`src/hw/rtl/mcct_pkg.sv`:
```
// mcct_pkg: constants, types and lookup tables shared by the marching cubes cell triangulator.
// No dependencies.
package mcct_pkg;

	localparam int GRID_DIM    = 256;
	localparam int FRAC_BITS   = 8;
	localparam int SMP_W       = 16;
	localparam int MAG_W       = SMP_W + 1;
	localparam int POS_W       = 17;
	localparam int CELL_W      = 8;
	localparam int GCMP_W      = 13;
	localparam int BASE_W      = CELL_W + 1 + FRAC_BITS;
	localparam int QUEUE_DEPTH = 4;
	localparam int QPTR_W      = $clog2(QUEUE_DEPTH);
	localparam int QCNT_W      = $clog2(QUEUE_DEPTH + 1);
	localparam int ROW_W       = 64;
	localparam int NTRI_W      = 3;

	// step codes: direction of an edge along one axis
	localparam logic [1:0] STP_NONE  = 2'd0;
	localparam logic [1:0] STP_PLUS  = 2'd1;
	localparam logic [1:0] STP_MINUS = 2'd2;

	// corner offsets, bit k for corner k
	localparam logic [7:0] CORNER_DX = 8'b01100110;
	localparam logic [7:0] CORNER_DY = 8'b11001100;
	localparam logic [7:0] CORNER_DZ = 8'b11110000;

	localparam logic [11:0][2:0] EDGE_A = {3'd3, 3'd2, 3'd1, 3'd0, 3'd7, 3'd6, 3'd5, 3'd4,
		3'd3, 3'd2, 3'd1, 3'd0};
	localparam logic [11:0][2:0] EDGE_B = {3'd7, 3'd6, 3'd5, 3'd4, 3'd4, 3'd7, 3'd6, 3'd5,
		3'd0, 3'd3, 3'd2, 3'd1};

	typedef struct packed {
		logic [CELL_W-1:0]           cx;
		logic [CELL_W-1:0]           cy;
		logic [CELL_W-1:0]           cz;
		logic [7:0][SMP_W-1:0]       val;
		logic [ROW_W-1:0]            row;
		logic [NTRI_W-1:0]           ntri;
	} cell_t;

	typedef struct packed {
		logic [2:0][POS_W-1:0] base;
		logic [2:0][1:0]       stp;
	} geo_t;

	typedef struct packed {
		logic signed [MAG_W-1:0] num;
		logic signed [MAG_W-1:0] den;
		geo_t                    geo;
	} dif_t;

	typedef struct packed {
		logic [MAG_W-1:0]     rem;
		logic [MAG_W-1:0]     dvs;
		logic [FRAC_BITS-1:0] quo;
		logic                 frc_zero;
		logic                 frc_one;
		geo_t                 geo;
	} div_t;

	// Triangle rows: edge digits in table order, topped by an f marker nibble.
	localparam logic [ROW_W-1:0] TRI_ROW [256] = '{
		64'hf, 64'hf083, 64'hf019, 64'hf183981,
		64'hf12a, 64'hf08312a, 64'hf92a029, 64'hf2832a8a98,
		64'hf3b2, 64'hf0b28b0, 64'hf19023b, 64'hf1b219b98b,
		64'hf3a1ba3, 64'hf0a108a8ba, 64'hf3903b9ba9, 64'hf98aa8b,
		64'hf478, 64'hf430734, 64'hf019847, 64'hf419471731,
		64'hf12a847, 64'hf34730412a, 64'hf92a902847, 64'hf2a9297273794,
		64'hf8473b2, 64'hfb47b24204, 64'hf90184723b, 64'hf47b94b9b2921,
		64'hf3a13ba784, 64'hf1ba14b1047b4, 64'hf47890b9bab03, 64'hf47b4b99ba,
		64'hf954, 64'hf954083, 64'hf054150, 64'hf854835315,
		64'hf12a954, 64'hf30812a495, 64'hf52a542402, 64'hf2a5325354348,
		64'hf95423b, 64'hf0b208b495, 64'hf05401523b, 64'hf21525828b485,
		64'hfa3ba13954, 64'hf4950818a18ba, 64'hf54050b5bab03, 64'hf54858aa8b,
		64'hf978579, 64'hf930953573, 64'hf078017157, 64'hf153357,
		64'hf978957a12, 64'hfa12950530573, 64'hf802825857a52, 64'hf2a5253357,
		64'hf7957893b2, 64'hf95797292027b, 64'hf23b018178157, 64'hfb21b17715,
		64'hf958857a13a3b, 64'hf5705097b010aba0, 64'hfba0b03a50807570, 64'hfba57b5,
		64'hfa65, 64'hf0835a6, 64'hf9015a6, 64'hf1831985a6,
		64'hf165261, 64'hf165126308, 64'hf965906026, 64'hf598582526328,
		64'hf23ba65, 64'hfb08b20a65, 64'hf01923b5a6, 64'hf5a61929b298b,
		64'hf63b653513, 64'hf08b0b50515b6, 64'hf3b6036065059, 64'hf65969bb98,
		64'hf5a6478, 64'hf43047365a, 64'hf1905a6847, 64'hfa65197173794,
		64'hf612651478, 64'hf125526304347, 64'hf847905065026, 64'hf739794329596269,
		64'hf3b2784a65, 64'hf5a647242027b, 64'hf01947823b5a6, 64'hf9219b294b7b45a6,
		64'hf8473b53515b6, 64'hf51b5b610b7b404b, 64'hf059065036b63847, 64'hf65969b4797b9,
		64'hfa4964a, 64'hf4a649a083, 64'hfa01a60640, 64'hf83181686461a,
		64'hf149124264, 64'hf308129249264, 64'hf024426, 64'hf832824426,
		64'hfa49a64b23, 64'hf08228b49a4a6, 64'hf3b201606461a, 64'hf64161a48121b8b1,
		64'hf964936913b63, 64'hf8b1810b61914641, 64'hf3b6360064, 64'hf648b68,
		64'hf7a678a89a, 64'hf0730a709a67a, 64'hfa671a7178180, 64'hfa67a71173,
		64'hf126168189867, 64'hf269291679093739, 64'hf780706602, 64'hf732672,
		64'hf23ba68a89867, 64'hf20727b09767a9a7, 64'hf1801781a767a23b, 64'hfb21b17a61671,
		64'hf896867916b63136, 64'hf091b67, 64'hf7807063b0b60, 64'hf7b6,
		64'hf76b, 64'hf308b76, 64'hf019b76, 64'hf819831b76,
		64'hfa1267b, 64'hf12a30867b, 64'hf2902a967b, 64'hf6b72a3a83a98,
		64'hf723627, 64'hf708760620, 64'hf276237019, 64'hf162186198876,
		64'hfa76a17137, 64'hfa7617a187108, 64'hf03707a0a96a7, 64'hf76a7a88a9,
		64'hf684b86, 64'hf36b306046, 64'hf86b846901, 64'hf946963931b36,
		64'hf6846b82a1, 64'hf12a30b06b046, 64'hf4b846b0292a9, 64'hfa93a32943b36463,
		64'hf823842462, 64'hf042462, 64'hf190234246438, 64'hf194142246,
		64'hf8138618466a1, 64'hfa10a06604, 64'hf4634386a3039a93, 64'hfa946a4,
		64'hf49576b, 64'hf083495b76, 64'hf50154076b, 64'hfb76834354315,
		64'hf954a1276b, 64'hf6b712a083495, 64'hf76b54a42a402, 64'hf348354325a52b76,
		64'hf723762549, 64'hf954086062687, 64'hf362376150540, 64'hf628687218485158,
		64'hf954a16176137, 64'hf16a176107870954, 64'hf40a4a503a6a737a, 64'hf76a7a854a48a,
		64'hf6956b9b89, 64'hf36b036056095, 64'hf0b805b01556b, 64'hf6b3635531,
		64'hf12a95b9b8b56, 64'hf0b306b09656912a, 64'hfb85b56805a52025, 64'hf6b36352a3a53,
		64'hf589528562382, 64'hf956960062, 64'hf158180568382628, 64'hf156216,
		64'hf13616a386569896, 64'hfa10a06950560, 64'hf03856a, 64'hfa56,
		64'hfb5a75b, 64'hfb5ab75830, 64'hf5b75ab190, 64'hfa75ab7981831,
		64'hfb12b17751, 64'hf08312717572b, 64'hf9759279022b7, 64'hf75272b592328982,
		64'hf25a235375, 64'hf820852875a25, 64'hf9015a35373a2, 64'hf982921872a25752,
		64'hf135375, 64'hf087071175, 64'hf903935537, 64'hf987597,
		64'hf5845a8ab8, 64'hf5045b05abb30, 64'hf01984a8aba45, 64'hfab4a45b34941314,
		64'hf2512852b8458, 64'hf04b0b345b2b151b, 64'hf0250592b5458b85, 64'hf9452b3,
		64'hf25a352345384, 64'hf5a2524420, 64'hf3a235a385458019, 64'hf5a2524192942,
		64'hf845853351, 64'hf045105, 64'hf845853905035, 64'hf945,
		64'hf4b749b9ab, 64'hf0834979b79ab, 64'hf1ab1b414074b, 64'hf3143481a474bab4,
		64'hf4b79b492b912, 64'hf9749b791b2b1083, 64'hfb74b42240, 64'hfb74b42834324,
		64'hf29a279237749, 64'hf9a7974a27870207, 64'hf37a3a274a1a040a, 64'hf1a2874,
		64'hf491417713, 64'hf491417081871, 64'hf403743, 64'hf487,
		64'hf9a8ab8, 64'hf30939bb9a, 64'hf01a0a88ab, 64'hf31ab3a,
		64'hf12b1b99b8, 64'hf30939b1292b9, 64'hf02b80b, 64'hf32b,
		64'hf23828aa89, 64'hf9a2092, 64'hf23828a0181a8, 64'hf1a2,
		64'hf138918, 64'hf091, 64'hf038, 64'hf
	};

	// triangle count: position of the marker nibble, three digits per triangle
	function automatic logic [NTRI_W-1:0] row_ntri(input logic [ROW_W-1:0] row);
		logic [NTRI_W-1:0] n;
		n = '0;
		for (int i = 1; i <= 5; i++) begin
			if (row[i*12 +: 4] == 4'hf) n = NTRI_W'(i);
		end
		return n;
	endfunction

endpackage

```
`src/hw/rtl/mcct_queue.sv`:
```
// mcct_queue: short FIFO of classified cells between front and back.
// Depends on mcct_pkg.
module mcct_queue import mcct_pkg::*; (
	input  logic  clk,
	input  logic  arst_n,
	input  logic  push,
	input  cell_t wdata,
	output logic  full,
	input  logic  pop,
	output logic  head_valid,
	output cell_t head
);

	cell_t             mem_q [QUEUE_DEPTH];
	logic [QPTR_W-1:0] wr_ptr_q;
	logic [QPTR_W-1:0] rd_ptr_q;
	logic [QCNT_W-1:0] cnt_q;

	assign full       = (cnt_q == QCNT_W'(QUEUE_DEPTH));
	assign head_valid = (cnt_q != '0);
	assign head       = mem_q[rd_ptr_q];

	always_ff @(posedge clk or negedge arst_n) begin
		if (!arst_n) begin
			wr_ptr_q <= '0;
			rd_ptr_q <= '0;
			cnt_q    <= '0;
		end else begin
			if (push) wr_ptr_q <= wr_ptr_q + QPTR_W'(1);
			if (pop) rd_ptr_q <= rd_ptr_q + QPTR_W'(1);
			if (push && !pop) cnt_q <= cnt_q + QCNT_W'(1);
			else if (pop && !push) cnt_q <= cnt_q - QCNT_W'(1);
		end
	end

	always_ff @(posedge clk) begin
		if (push) mem_q[wr_ptr_q] <= wdata;
	end

endmodule

```
`config.mk`:
```
export PLATFORM = sky130hd
export DESIGN_NAME = mcct_queue
export DESIGN_NICKNAME = d
export VERILOG_FILES = /design/src/hw/rtl/mcct_pkg.sv /design/src/hw/rtl/mcct_queue.sv
export SDC_FILE = /design/constraint.sdc
export NUM_CORES = 1
export LEC_CHECK = 0
export BUFFER_PORTS_ARGS = -buffer_cell sky130_fd_sc_hd__buf_2
export CAP_MARGIN = 40
export CORE_MARGIN = 8
export CORE_UTILIZATION = 40
export DETAILED_ROUTE_END_ITERATION = 7
export PLACE_DENSITY = 0.58
export SETUP_SLACK_MARGIN = 0.5
export SLEW_MARGIN = 20
export SYNTH_ARGS = -nofsm -noshare
export SYNTH_HDL_FRONTEND = slang
export SYNTH_SLANG_ARGS = --single-unit
export TNS_END_PERCENT = 5
```
`constraint.sdc`:
```
create_clock -name clk -period 6.7 [get_ports clk]
set_clock_uncertainty 0.1 [all_clocks]
set_input_delay 0.335 -clock clk [delete_from_list [all_inputs] [get_ports clk]]
set_output_delay 0.335 -clock clk [all_outputs]
set_load 0.03 [all_outputs]
```
==> impl_metrics.toml <==
[outcome]
status = "finished, final reports clean"

[setup_path]
worst-endpoint-required_ns = 6.26
crit-reg2reg-capture = "mem_q[3][107]$_DFFE_PP_"
critical-path-top-delay-family = "flip-flops"
cp_slowest_cell = "dfrtp_4"
worst-path-buf-inv = 2
reg2regPathDepth = 3
timing.critical_path.cells = "buf_12, mux4_2, buf_2"
path_class = "register to primary output"
reg2reg_from = "wr_ptr_q[0]$_DFFE_PN0P_"
critPathCaptureType = "primary output"
setup_slack_of_the_worst_register_to_register_path_ns = 4.15
crit_path_max_incr_delay_ns = 0.81
cp.arrival_ns = 3.17
cp_max_fo = 101
critPathLaunchType = "register"

[global_routing]
number_of_antenna_violations_at_the_first_check_in_global_routing = 9
grt_pass1_vias = 16309
globalRouteTotalUtil = 0.1464
globalRouteOverflowTotal = 0
global_route_wire_length_before_repair_mm = 101.3
grt_max_degree = 126

[finish]
layout.filler_cells = 6389
layout-drive-gt1-share = 0.4126
mostFrequentLayoutCells = "edfxtp_1, buf_2, dlygate4sd3_1, mux4_2, clkbuf_16"
areaGrowthSynthToFinish_pct = 27.05
layout.cells.most_common = "edfxtp_1"
footprint_of_the_multi_input_gates_um2 = 5144
regArea_um2 = 26490
instances_no_fill = 3051
layout.nets = 2137

[worst_hold_path]
min_delay_worst_endpoint = "mem_q[2][176]$_DFFE_PP_"
hp-start = "wdata[176]"
worstHoldPathType = "input port to register"
worst_hold_path.num_cells = 2

[clocking]
maximum_level_of_the_cts_h_tree = 3
clk-insertion-delay-late_ns = 0.62
clock_sink_count = 883
cts_tree = "yes"
cts-root-to-sink-buffers = 3
cts.repair.resized = 0
root_buffer = "clkbuf_16"
path_clk_slew_ns = 0.06
cts.repair_timing.setup_buffer_count = 0
number_of_buffers_created_by_cts = 93

[place]
port_buffers = 443
dpl.hpwl_mm = 40.40
gp_congestion = 0.6888
numPlacedInstances = 2647

[drt]
vias_per_cell = 4.888
num_vias = 14914
drt_pass1_iterations = 4
routed_wire_length_per_instance_um = 21.89
drcViolationCount = 0
postRouteWirelength_mm = 66.77
ant_nets = 0
drtIter0Drc = 804

[logic_synthesis]
synthCells = 1178
synth.top_cells.by_area = "edfxtp_1, mux4_2, dfrtp_1"
yosys.area_share.adder = 0.002576
yosysTopAreaCell = "edfxtp_1"
synth_largest_type_area_fraction = 0.8206
seq_area_frac_synth = 0.8261
simple_gate_share_of_the_synthesized_area = 0.001561
yosys.cell_types.count = 22
synth_xor_xnor_area_share = 0.001639
synth_top_family_by_area = "multiplexers"
yosysWarnings = 0
netlist_area_um2 = 32060
postSynthRegisterBits = 883
synth-compound-area-share = 0.0001561
synth_area_per_cell_um2 = 27.21
muxShareOfSynthArea = 0.1542
synth.net_count = 1407

[timing]
worstMarginPinSlew_ns = 1.030
clock.fmax_mhz = 277.4
layout_worst_path_cycle_share = 0.5380
setup-violations-final = 0
timing_max_transition_violations_final = 0
slew_headroom = 0.3131
final_hold_viol_count = 0
setup_repair_after_global_routing_missed_its_margin = "false"
setup-tns-final_ns = 0
period_minus_slack_ns = 3.605

[die]
die_height_um = 299.1
row_count = 104
floorplan.initialDensity = 0.4012
boundaryPins = 444
dieWidth_um = 299.1
floorplan.die_area_um2 = 89450
core_area_um2 = 79900

[power]
p_switching_uw = 6354
switching_share = 0.3406
power.share.combinational = 0.333
power_frac_seq = 0.404
pwr_density_cell_nw_per_um2 = 458.1
p_int_uw = 12300
power.clock.fraction = 0.263
max-vdd-ir-drop_mv = 0.3882
leakage_uw = 0.01389

[job]
maxCapViolations = 0
## layout make-up
class,count,area share
multi-input cells,242,0.1263
clock inverters,54,0.01238
well taps,1060,0.03257
repair buffers,684,0.1171
diodes,6,0.0003687
flip-flops and latches,883,0.6504
clock buffers,118,0.06049
inverters,4,0.0003687
## Yosys cell counts
| master | number |
|---|---|
| or3_1 | 1 |
| mux2_2 | 1 |
| buf_1 | 1 |
| and2_1 | 4 |
| xnor2_1 | 2 |
| inv_1 | 4 |
| clkbuf_1 | 3 |
| buf_8 | 10 |
| xor2_1 | 4 |
| nor2_1 | 1 |
| mux4_2 | 219 |
| fa_1 | 1 |
| buf_4 | 1 |
| buf_6 | 11 |
| edfxtp_1 | 876 |
| nand2_1 | 2 |
| nor3b_1 | 1 |
| buf_2 | 22 |
| o21ai_0 | 1 |
| dfrtp_1 | 7 |
| buf_12 | 1 |
| ha_1 | 5 |
## what timing repair did
action / in CTS / in global routing
hold buffers: 223 / 0
hold endpoints to repair: 887 / 0
setup endpoints to repair: 0 / 0
## per-layer routing
| metal | global-route usage | part of all wire | up-vias |
|---|---|---|---|
| met1 | 0.1817 | 0.40 | 7789 |
| met2 | 0.2474 | 0.51 | 395 |
| met3 | 0.04436 | 0.073 | 93 |
| met5 | 0 | 0.00048 | - |
| li1 | - | - | 6633 |
| met4 | 0.04424 | 0.022 | 4 |
## power groups by stage
stage	registers [uW]	logic [uW]	clock network [uW]
after CTS	7560	6380	5040
final	7530	6210	4910
after floorplan	7680	4610	0
after detailed placement	7670	6250	0
after global routing	7630	6600	5250
after global placement	7610	6220	0
## cells by family after synthesis
group                    after synthesis
AND/OR/NAND/NOR                        9
flip-flops                           883
adder cells (fa/ha/maj)                6
multiplexers                         220
buffers and inverters                 53
XOR/XNOR                               6
AO/OA/AOI/OAI                          1
## worst reg2reg max path, stage by stage (launching register included)
cell,delay (ns)
dfrtp_1,0.41
ha_1,0.16
and2_4,0.65
buf_12,0.52
## state kept, by name (all words and copies together) (netlist names)
register and count:
cnt_q 3, mem_q 876, wr_ptr_q 2, rd_ptr_q 2
## stage by stage
step	hold WS, ns	power, uW	area [um^2]	utilization	worst slack, ns
after floorplan	-0.06059	12280	32060	-	0.4035
after global placement	0.07343	13840	35370	0.4427	3.674
after detailed placement	0.08804	13920	35440	0.4435	3.673
after CTS	0.2930	18980	40640	0.5086	2.971
after global routing	0.3162	19480	40720	0.5096	2.813
final	0.3478	18660	40730	0.5097	3.095
## worst max path at each step
stage                                  from               endpoint  slack, ns  cells past startpoint
floorplan           wr_ptr_q[0]$_DFFE_PN0P_  mem_q[0][0]$_DFFE_PP_       0.40                      3
global placement    rd_ptr_q[0]$_DFFE_PN0P_              head[125]       3.67                      3
detailed placement  rd_ptr_q[0]$_DFFE_PN0P_              head[125]       3.67                      3
CTS                 rd_ptr_q[0]$_DFFE_PN0P_              head[125]       2.97                      3
global route        rd_ptr_q[0]$_DFFE_PN0P_              head[125]       2.81                      3
finish              rd_ptr_q[0]$_DFFE_PN0P_               head[38]       3.10                      3
(Power assumes the default switching activity.)
